$ cat src/hdl/pnsb_mod.sv
// Bit-serial 32-bit remainder unit, one quotient bit per cycle.
module pnsb_mod (
    input  logic        i_clk,
    input  logic        i_rst_n,
    input  logic        i_start,
    input  logic [31:0] i_dividend,
    input  logic [31:0] i_divisor,
    output logic        o_done,
    output logic [31:0] o_rem
);
    logic        r_busy;
    logic        r_done;
    logic [4:0]  r_cnt;
    logic [31:0] r_rem;
    logic [31:0] r_dvd;
    logic [31:0] r_div;
    logic [32:0] t;
    logic [31:0] n_rem;

    always_comb begin
        t = {r_rem, r_dvd[31]};
        if (t >= {1'b0, r_div}) begin
            n_rem = 32'(t - {1'b0, r_div});
        end else begin
            n_rem = t[31:0];
        end
    end

    always_ff @(posedge i_clk) begin
        if (!i_rst_n) begin
            r_busy <= 1'b0;
            r_done <= 1'b0;
            r_cnt  <= '0;
        end else begin
            r_done <= 1'b0;
            if (i_start && !r_busy) begin
                r_busy <= 1'b1;
                r_cnt  <= '0;
            end else if (r_busy) begin
                r_cnt <= r_cnt + 5'd1;
                if (r_cnt == 5'd31) begin
                    r_busy <= 1'b0;
                    r_done <= 1'b1;
                end
            end
        end
    end

    always_ff @(posedge i_clk) begin
        if (i_start && !r_busy) begin
            r_rem <= '0;
            r_dvd <= i_dividend;
            r_div <= i_divisor;
        end else if (r_busy) begin
            r_rem <= n_rem;
            r_dvd <= {r_dvd[30:0], 1'b0};
        end
    end

    assign o_done = r_done;
    assign o_rem  = r_rem;
endmodule

$ cat config.mk
export PLATFORM = sky130hd
export DESIGN_NAME = pnsb_mod
export DESIGN_NICKNAME = d
export VERILOG_FILES = /design/src/hdl/pnsb_mod.sv
export SDC_FILE = /design/constraint.sdc
export NUM_CORES = 1
export LEC_CHECK = 0
export BUFFER_PORTS_ARGS = -buffer_cell sky130_fd_sc_hd__buf_2
export CAP_MARGIN = 25
export CORE_ASPECT_RATIO = 0.9
export CORE_MARGIN = 8
export CORE_UTILIZATION = 51
export CTS_BUF_LIST = sky130_fd_sc_hd__clkbuf_8 sky130_fd_sc_hd__clkbuf_16
export DETAILED_ROUTE_END_ITERATION = 6
export PLACE_DENSITY = 0.77
export SLEW_MARGIN = 10
export SYNTH_ARGS = -nofsm -noshare
export SYNTH_HDL_FRONTEND = slang
export SYNTH_SLANG_ARGS = --single-unit
export TNS_END_PERCENT = 30
$ cat constraint.sdc
create_clock -name i_clk -period 2.5 [get_ports i_clk]
set_input_delay 0.375 -clock i_clk [delete_from_list [all_inputs] [get_ports i_clk]]
set_output_delay 0.375 -clock i_clk [all_outputs]
set_load 0.02 [all_outputs]
==> flow_summary.json, run 1 <==
{
  "critical_path_class": "flip-flop to flip-flop",
  "cts_num_sinks": 103,
  "avgSynthCellArea_um2": 10.9,
  "status": "finished, violations left",
  "synth_area_leaders": "edfxtp_1 (34%), dfxtp_1 (14%), mux2_2 (7.5%)",
  "hold_depth": 1,
  "powerDensity_mw_per_mm2": 520,
  "grt_pass1_vias": 5271,
  "critPathCaptureType": "flip-flop",
  "cp_num_buf_inv": 6,
  "die_h_um": 116,
  "r2r_start": "r_dvd[31]",
  "wl_per_cell_um": 18.3,
  "async_reset_ff_frac": 0,
  "ys.flop_type": "edfxtp_1",
  "fillers": 751,
  "hold_start": "i_divisor[28]",
  "synth_edf_count": 64,
  "rsz0062_at_grt": "yes",
  "power_frac_seq": 0.482,
  "fmax_mhz": 363,
  "cp_top_family": "compound AO/OA/AOI/OAI gates",
  "cpMostUsedCell": "buf_6",
  "drive_gt1_frac": 0.446,
  "gp_congestion": 0.892,
  "finalMaxSlewViolations": 0,
  "final_util": 0.727,
  "yosys_register_bits": 103,
  "drc_errors": 0,
  "finalClockSkew_ns": 0.0136,
  "required_ns": 2.75,
  "cts_tree": "yes",
  "yosysSeqAreaShare": 0.475,
  "numPortBuffers": 99,
  "final_cell_mix": "buf_4 (118), buf_2 (99), edfxtp_1 (64)",
  "hold_viol_final": 0,
  "antenna_found_initial": 0,
  "leakage_nw": 3.61,
  "row_count": 36,
  "grt.overflow.total": 0,
  "n_antenna_cell": 0,
  "power.switching_w": 0.00111,
  "yosys_warnings": 0,
  "htreeDepth": 3,
  "crit_slowest_cell": "edfxtp_1",
  "hold_path_class": "input pin to flip-flop",
  "routed_wl_um": 16400,
  "clock_power_share": 0.341,
  "layout_commonest_cell": "buf_4",
  "cts_hold_buf": 0,
  "crit_arrival_ns": 3.01,
  "start_util": 0.524,
  "cts-root-buf": "clkbuf_16",
  "placed_area_mm2": 0.00725,
  "final_nets": 842,
  "min_to": "r_div[28]",
  "internal_power_w": 0.00299,
  "period_needed_ns": 2.76,
  "dp_hpwl_um": 11700,
  "synth_cells": 520,
  "design_area_mm2": 0.00789,
  "grt_start_max_net_pins": 48,
  "synth_area_leader_cell": "edfxtp_1",
  "die_area_mm2": 0.0148,
  "grt_usage": 0.224,
  "core_area_mm2": 0.0109,
  "r2r_slack_ns": -0.26,
  "cap_violations": 0,
  "grt_first_pass_wirelength_um": 26200,
  "peakVddDrop_mv": 0.462,
  "r2r_end": "o_rem[6]",
  "post-place-ws_ns": -0.300,
  "use_met3": 0.0749,
  "ios": 100,
  "clkLatencyLatePin_ns": 0.37,
  "vias": 4983,
  "syn-num-nets": 622,
  "power_frac_comb": 0.177,
  "failed_checks": "negative setup slack",
  "grtUsageMet1": 0.271,
  "die_width_um": 127,
  "synth_top_area_frac": 0.338,
  "drtIter0Drc": 407,
  "clk_pin_slew_ns": 0.08,
  "crit_fanout": 2,
  "drt-pass1-iter-count": 5,
  "cts_buffer_depth": 2,
  "post-route-period-util": 1.10,
  "start_kind": "flip-flop",
  "setup_viol": 32,
  "vias_per_cell": 5.56,
  "antenna_left": 0,
  "p_sw_frac": 0.271,
  "busiest_layer": "met2",
  "syn_area_mm2": 0.00569,
  "tightestPinTransition_ns": 0.553,
  "synth_cell_type_count": 56,
  "max_stage_delay_ns": 0.38,
  "fin_ws_ns": -0.258,
  "syn2layout_area_growth_pct": 38.6,
  "reg2reg_depth": 13,
  "totalPowerFinal_w": 0.00410,
  "cp_cell_sequence": "inv_2 > ha_4 > inv_2 > fa_2 > a21o_1 > a221o_1 > buf_6 > buf_6 > buf_6 > buf_4 > xor2_1 > mux2_2 > a22o_1",
  "grt_util_met2": 0.370,
  "numCtsBuffers": 9,
  "timing.slew.headroom": 0.631
}
-- synth_stat cells (all sizes together), types with 5 or more instances --
master,number
mux2i,6
clkbuf,14
nand4,5
nand2,26
edfxtp,64
a21o,14
a22o,12
xor2,17
mux2,41
buf,5
xnor2,14
dfxtp,39
nor2,23
nor3,5
a32oi,18
o21ai,34
inv,40
ha,34
and3,6
nand3,9
a21oi,37
o21a,7
-- power by group through the flow --
stage	Sequential (W)	Combinational, W	Clock, W
2_1_floorplan	0.00202	0.000360	0
5_1_grt	0.00199	0.000781	0.00148
3_3_place_gp	0.00201	0.000627	0
6_report	0.00197	0.000726	0.00140
4_1_cts	0.00198	0.000683	0.00142
3_5_place_dp	0.00201	0.000652	0
-- metal layers --
layer	vias to the layer above	wire, um
met4	0	308
met5	-	0
li1	2383	-
met1	2392	7100
met3	28	1290
met2	180	7720
-- stage by stage --
| stage | hold slack, ns | TNS, ns | instances |
|---|---|---|---|
| after global routing | 0.167 | -10.66 | 897 |
| after global placement | 0.481 | -5.22 | 864 |
| after floorplan | 0.467 | -0.372 | 520 |
| final | 0.180 | -5.29 | 897 |
| after detailed placement | 0.513 | -7.26 | 864 |
| after CTS | 0.172 | -4.15 | 892 |
-- repair_timing --
| item | in CTS | in global routing |
|---|---|---|
| pin swaps | 16 | 27 |
| setup buffers | 11 | 5 |
| endpoints found under the setup margin | 32 | 32 |
| resized for setup | 26 | 36 |
| gates cloned | 1 | 0 |
-- final cells by class --
cell class / count / area [um2] / area share
Timing Repair Buffer: 227 / 1510 / 0.192
Clock buffer: 9 / 225 / 0.0285
Clock inverter: 7 / 61.3 / 0.00777
Inverter: 40 / 150 / 0.0190
Sequential cell: 103 / 2710 / 0.343
Tap cell: 152 / 190 / 0.0241
Multi-Input combinational cell: 359 / 3040 / 0.386
-- cell families after synthesis --
group | count (synthesis) | share of synthesized area
flip-flops | 103 | 0.475
adder cells (fa/ha/maj) | 35 | 0.0782
multiplexers | 47 | 0.0916
AO/OA/AOI/OAI | 151 | 0.185
XOR/XNOR | 31 | 0.0477
AND/OR/NAND/NOR | 94 | 0.0813
buffers and inverters | 59 | 0.0409
-- registers in the layout, summed over array words and instances (netlist names) --
name and cells:
o_rem 32, r_busy 1, r_dvd 32, o_done 1, r_div 32, r_cnt 5
-- worst max path at each step --
| stage | startpoint | to | slack [ns] | depth (start not counted) |
|---|---|---|---|---|
| after global routing | r_div[12] | o_rem[9] | -0.45 | 11 |
| after detailed placement | r_div[3] | o_rem[29] | -0.30 | 11 |
| after floorplan | o_rem[13] | o_rem[14] | -0.08 | 10 |
| after global placement | r_div[3] | o_rem[29] | -0.21 | 11 |
| after CTS | r_dvd[31] | o_rem[28] | -0.23 | 12 |
| final | r_dvd[31] | o_rem[6] | -0.26 | 13 |
Power figures use the tool's default switching activity.
==> run 2: changes to the inputs <==
CAP_MARGIN = not set   (was 25)
SKIP_CTS_REPAIR_TIMING = 1   (was not set)
==> run 2 against run 1 <==
  * The run still ends with negative setup slack left
  * Register-to-register slack got worse by 0.09 ns
  * Critical path type unchanged
  * Sequential share of layout area fell by 0.081 points
  * Flip-flop and latch count did not move
  * Non-clock buffer count fell by 6
  * Die area did not move
  * Via count rose by 0.76%
  * Combinational power fell by 0.6%
  * Largest cell class unchanged
==> flow_summary.json, run 2 (synthesized netlist as in run 1, its figures left out) <==
{
  "status": "finished, violations left",
  "failed_checks": "negative setup slack",
  "hold_path_class": "input pin to flip-flop",
  "fmax_mhz": 352,
  "finalClockSkew_ns": 0.0126,
  "r2r_end": "o_rem[28]",
  "busiest_layer": "met2",
  "r2r_start": "r_dvd[31]",
  "numPortBuffers": 99,
  "hold_viol_final": 0,
  "antenna_left": 0,
  "die_area_mm2": 0.0148,
  "hold_start": "i_divisor[28]",
  "hold_depth": 1,
  "final_cell_count_no_fill": 891,
  "crit_arrival_ns": 3.09,
  "reg2reg_depth": 12,
  "powerDensity_mw_per_mm2": 517,
  "gp_congestion": 0.892,
  "drt-pass1-iter-count": 5,
  "row_count": 36,
  "cap_violations": 0,
  "final_nets": 836,
  "grt.overflow.total": 0,
  "grt_usage": 0.211,
  "vias_per_cell": 5.64,
  "peakVddDrop_mv": 0.459,
  "totalPowerFinal_w": 0.00409,
  "layout_commonest_cell": "buf_4",
  "drtIter0Drc": 373,
  "final_cell_mix": "buf_4 (110), buf_2 (99), edfxtp_1 (64)",
  "die_h_um": 116,
  "htreeDepth": 3,
  "cts-root-buf": "clkbuf_16",
  "wl_per_cell_um": 18.4,
  "dp_cells": 864,
  "setup_tns_ns": -6.09,
  "required_ns": 2.75,
  "start_kind": "flip-flop",
  "die_width_um": 127,
  "start_util": 0.524,
  "clkLatencyLatePin_ns": 0.37,
  "dp_hpwl_um": 11700,
  "grtUsageMet1": 0.254,
  "critPathCaptureType": "flip-flop",
  "finalMaxSlewViolations": 0,
  "drc_errors": 0,
  "vias": 5021,
  "cts_buffer_depth": 2,
  "hold_ws_ns": 0.180,
  "antenna_found_initial": 0,
  "r2r_slack_ns": -0.34,
  "critical_path_class": "flip-flop to flip-flop",
  "ios": 100,
  "drive_gt1_frac": 0.452,
  "clk_pin_slew_ns": 0.08,
  "setup_viol": 31,
  "post-place-ws_ns": -0.300,
  "syn2layout_area_growth_pct": 38.9,
  "core_area_mm2": 0.0109,
  "crit_fanout": 3,
  "period_needed_ns": 2.84,
  "numCtsBuffers": 9,
  "grt_first_pass_wirelength_um": 24800,
  "routed_wl_um": 16400,
  "post-route-period-util": 1.14,
  "use_met3": 0.0712,
  "cts_tree": "yes",
  "rsz0062_at_grt": "yes",
  "grt_util_met2": 0.348,
  "min_to": "r_div[28]",
  "grt_start_max_net_pins": 48,
  "fin_ws_ns": -0.345,
  "timing.slew.headroom": 0.626,
  "cts_num_sinks": 103,
  "n_antenna_cell": 0,
  "grt_pass1_vias": 5159,
  "tightestPinTransition_ns": 0.562,
  "leakage_nw": 3.60
}
[run 2: changes by cell type in the layout (fill, tap and decap cells not counted), moves of 2 or more]
cell	previous run	this run
a21oi_1	30	34
nor2_1	17	19
a32oi_1	16	14
ha_1	28	26
a21oi_2	6	2
o21ai_1	17	13
o21ai_2	0	4
ha_2	0	2
buf_4	118	110
a32oi_2	2	4
[run 2: worst max-delay path by stage]
stage                     startpoint   endpoint  slack [ns]  cells past startpoint
final                      r_dvd[31]  o_rem[28]       -0.34                     12
after CTS                  r_dvd[31]  o_rem[28]       -0.30                     12
after detailed placement    r_div[3]  o_rem[29]       -0.30                     11
after global routing       r_dvd[31]  o_rem[28]       -0.45                     12
after floorplan            o_rem[13]  o_rem[14]       -0.08                     10
after global placement      r_div[3]  o_rem[29]       -0.21                     11
[run 2: through the flow]
stage | util | area [um2]
after global routing | 0.729 | 7910
after detailed placement | 0.668 | 7250
after floorplan | - | 5780
after CTS | 0.694 | 7540
final | 0.729 | 7910
after global placement | 0.668 | 7250
[run 2: cell type report]
type	instances	area [um2]
Tap cell	152	190
Clock buffer	9	225
Clock inverter	7	61.3
Inverter	40	150
Fill cell	741	2950
Timing Repair Buffer	221	1480
Multi-Input combinational cell	359	3090
Sequential cell	103	2710
[run 2: routing by layer]
metal / up-vias / share of wire
met5: - / 0
met4: 0 / 0.020
met3: 30 / 0.090
met2: 206 / 0.47
met1: 2410 / 0.41
li1: 2375 / -
[run 2: critical path, cell delays in order, from the launching register on]
cell and delay (ns):
edfxtp_1 0.39, inv_2 0.09, ha_4 0.16, inv_2 0.04
fa_2 0.33, a21o_1 0.20, a221o_1 0.37, a211oi_2 0.25
a21o_1 0.21, a21oi_4 0.08, a221oi_2 0.32, xor2_1 0.21
o21ai_1 0.08
[run 2: power breakdown]
| group | internal [W] | leakage, nW | total, W | switching, W |
|---|---|---|---|---|
| Sequential | 0.00194 | 0.946 | 0.00198 | 0.0000385 |
| Clock | 0.000698 | 0.142 | 0.00139 | 0.000696 |
| Combinational | 0.000350 | 2.51 | 0.000722 | 0.000372 |
| Total | 0.00298 | 3.60 | 0.00409 | 0.00111 |
==> run 3: changes to the inputs <==
REMOVE_ABC_BUFFERS = 1   (was not set)
==> run 3 against run 2 <==
  * Clock-buffer cell count is the same
  * Clock power rose by 9%
  * Highest routed layer unchanged
  * The run still ends with negative setup slack left
  * Cell count is 2.4% higher
  * Clock skew is 0.0014 ns lower
  * Critical path type unchanged
  * Non-clock buffer count rose by 21
  * Final area rose by 2.0%
  * Global-route usage is 0.34 points higher
  * Combinational power increased by 3.7%
  * Core utilization grew 1.5 points
  * Maximum frequency up 4.7%
  * Die area is the same
==> flow_summary.json, run 3 (synthesized netlist as in run 1, its figures left out) <==
{
  "status": "finished, violations left",
  "failed_checks": "negative setup slack",
  "numPortBuffers": 99,
  "drt-pass1-iter-count": 5,
  "power_frac_comb": 0.177,
  "finalClockSkew_ns": 0.0112,
  "die_width_um": 127,
  "clock_power_share": 0.357,
  "drtIter0Drc": 341,
  "max_stage_delay_ns": 0.40,
  "fmax_mhz": 368,
  "core_area_mm2": 0.0109,
  "drc_errors": 0,
  "design_area_mm2": 0.00807,
  "hold_path_class": "input pin to flip-flop",
  "final_cell_mix": "buf_4 (133), buf_2 (99), edfxtp_1 (64)",
  "clk_pin_slew_ns": 0.08,
  "wl_per_cell_um": 18.1,
  "leakage_nw": 3.69,
  "rsz0062_at_grt": "yes",
  "routed_wl_um": 16500,
  "critPathCaptureType": "flip-flop",
  "power.switching_w": 0.00112,
  "finalMaxSlewViolations": 0,
  "grt_usage": 0.214,
  "clkLatencyLatePin_ns": 0.36,
  "final_nets": 857,
  "numCtsBuffers": 9,
  "dp_hpwl_um": 11800,
  "grt_pass1_vias": 5192,
  "crit_slowest_cell": "edfxtp_1",
  "vias": 5019,
  "peakVddDrop_mv": 0.677,
  "post-route-period-util": 1.09,
  "htreeDepth": 3,
  "fin_ws_ns": -0.217,
  "critical_path_class": "flip-flop to flip-flop",
  "hold_viol_final": 0,
  "crit_arrival_ns": 2.96,
  "layout_commonest_cell": "buf_4",
  "cts-root-buf": "clkbuf_16",
  "required_ns": 2.75,
  "r2r_slack_ns": -0.22,
  "ios": 100,
  "syn2layout_area_growth_pct": 41.7,
  "cap_violations": 0,
  "powerDensity_mw_per_mm2": 525,
  "period_needed_ns": 2.72,
  "setup_tns_ns": -3.74,
  "grt_first_pass_wirelength_um": 25100,
  "n_antenna_cell": 0,
  "p_sw_frac": 0.265,
  "grt.overflow.total": 0,
  "antenna_found_initial": 0,
  "cts_buffer_depth": 2,
  "cts_num_sinks": 103,
  "power_frac_seq": 0.466,
  "row_count": 36,
  "gp_congestion": 0.866,
  "cts_tree": "yes",
  "placed_area_mm2": 0.00727,
  "die_area_mm2": 0.0148,
  "grt_start_max_net_pins": 32,
  "setup_viol": 30,
  "timing.slew.headroom": 0.634,
  "die_h_um": 116,
  "crit_fanout": 4,
  "drive_gt1_frac": 0.462,
  "vias_per_cell": 5.50,
  "cp_cell_sequence": "inv_2 > ha_4 > inv_2 > fa_2 > a21o_1 > a221o_1 > a211oi_2 > a21o_1 > a21oi_4 > a221oi_2 > xor2_1 > o21ai_0",
  "tightestPinTransition_ns": 0.543,
  "start_kind": "flip-flop",
  "start_util": 0.524,
  "internal_power_w": 0.00311,
  "antenna_left": 0
}
run 3: changes by cell type in the layout (fill, tap and decap cells not counted), sizes merged:
cell,delta
buf,+21
bufinv,+1
clkinv,-1
run 3: area by class of cell:
| cell class | count | area (um2) |
|---|---|---|
| Sequential cell | 103 | 2700 |
| Timing Repair Buffer | 242 | 1620 |
| Inverter | 40 | 150 |
| Clock inverter | 7 | 97.6 |
| Fill cell | 753 | 2790 |
| Tap cell | 152 | 190 |
| Multi-Input combinational cell | 359 | 3080 |
| Clock buffer | 9 | 225 |
run 3: path summary, 6_finish.rpt:
kind	endpoint	cells past startpoint	from
worst max-delay path	o_rem[28]	12	r_dvd[31]
worst min-delay path	r_div[28]	1	i_divisor[28]
worst max register to register	o_rem[28]	12	r_dvd[31]
worst min register to register	r_cnt[4]	2	r_cnt[4]
run 3: power groups by stage:
stage	clock network [W]	logic, W	registers, W
2_1_floorplan	0	0.000337	0.00203
3_3_place_gp	0	0.000628	0.00201
3_5_place_dp	0	0.000658	0.00201
4_1_cts	0.00154	0.000666	0.00197
5_1_grt	0.00160	0.000809	0.00199
6_report	0.00151	0.000749	0.00198
run 3: per-stage QoR:
step | instances | total power (W) | setup slack (ns) | util | hold WS [ns]
floorplan | 501 | 0.00237 | -1.73 | - | 0.467
global placement | 879 | 0.00263 | -0.287 | 0.670 | 0.481
detailed placement | 879 | 0.00267 | -0.402 | 0.670 | 0.524
CTS | 895 | 0.00418 | -0.432 | 0.700 | 0.168
global route | 912 | 0.00440 | -0.305 | 0.743 | 0.167
finish | 912 | 0.00424 | -0.217 | 0.743 | 0.179
run 3: per-layer routing:
layer	global-route usage	part of all wire
met1	0.242	0.41
met2	0.362	0.48
met3	0.0936	0.088
met4	0.0641	0.020
met5	0	0
run 3: critical path: cells and delay by family, from the launching register on:
family	cells	cell delay, ns
flops	1	0.40
compound gates	7	1.42
xor+xnor	1	0.15
fa+ha+maj	2	0.49
buf+inv	2	0.14
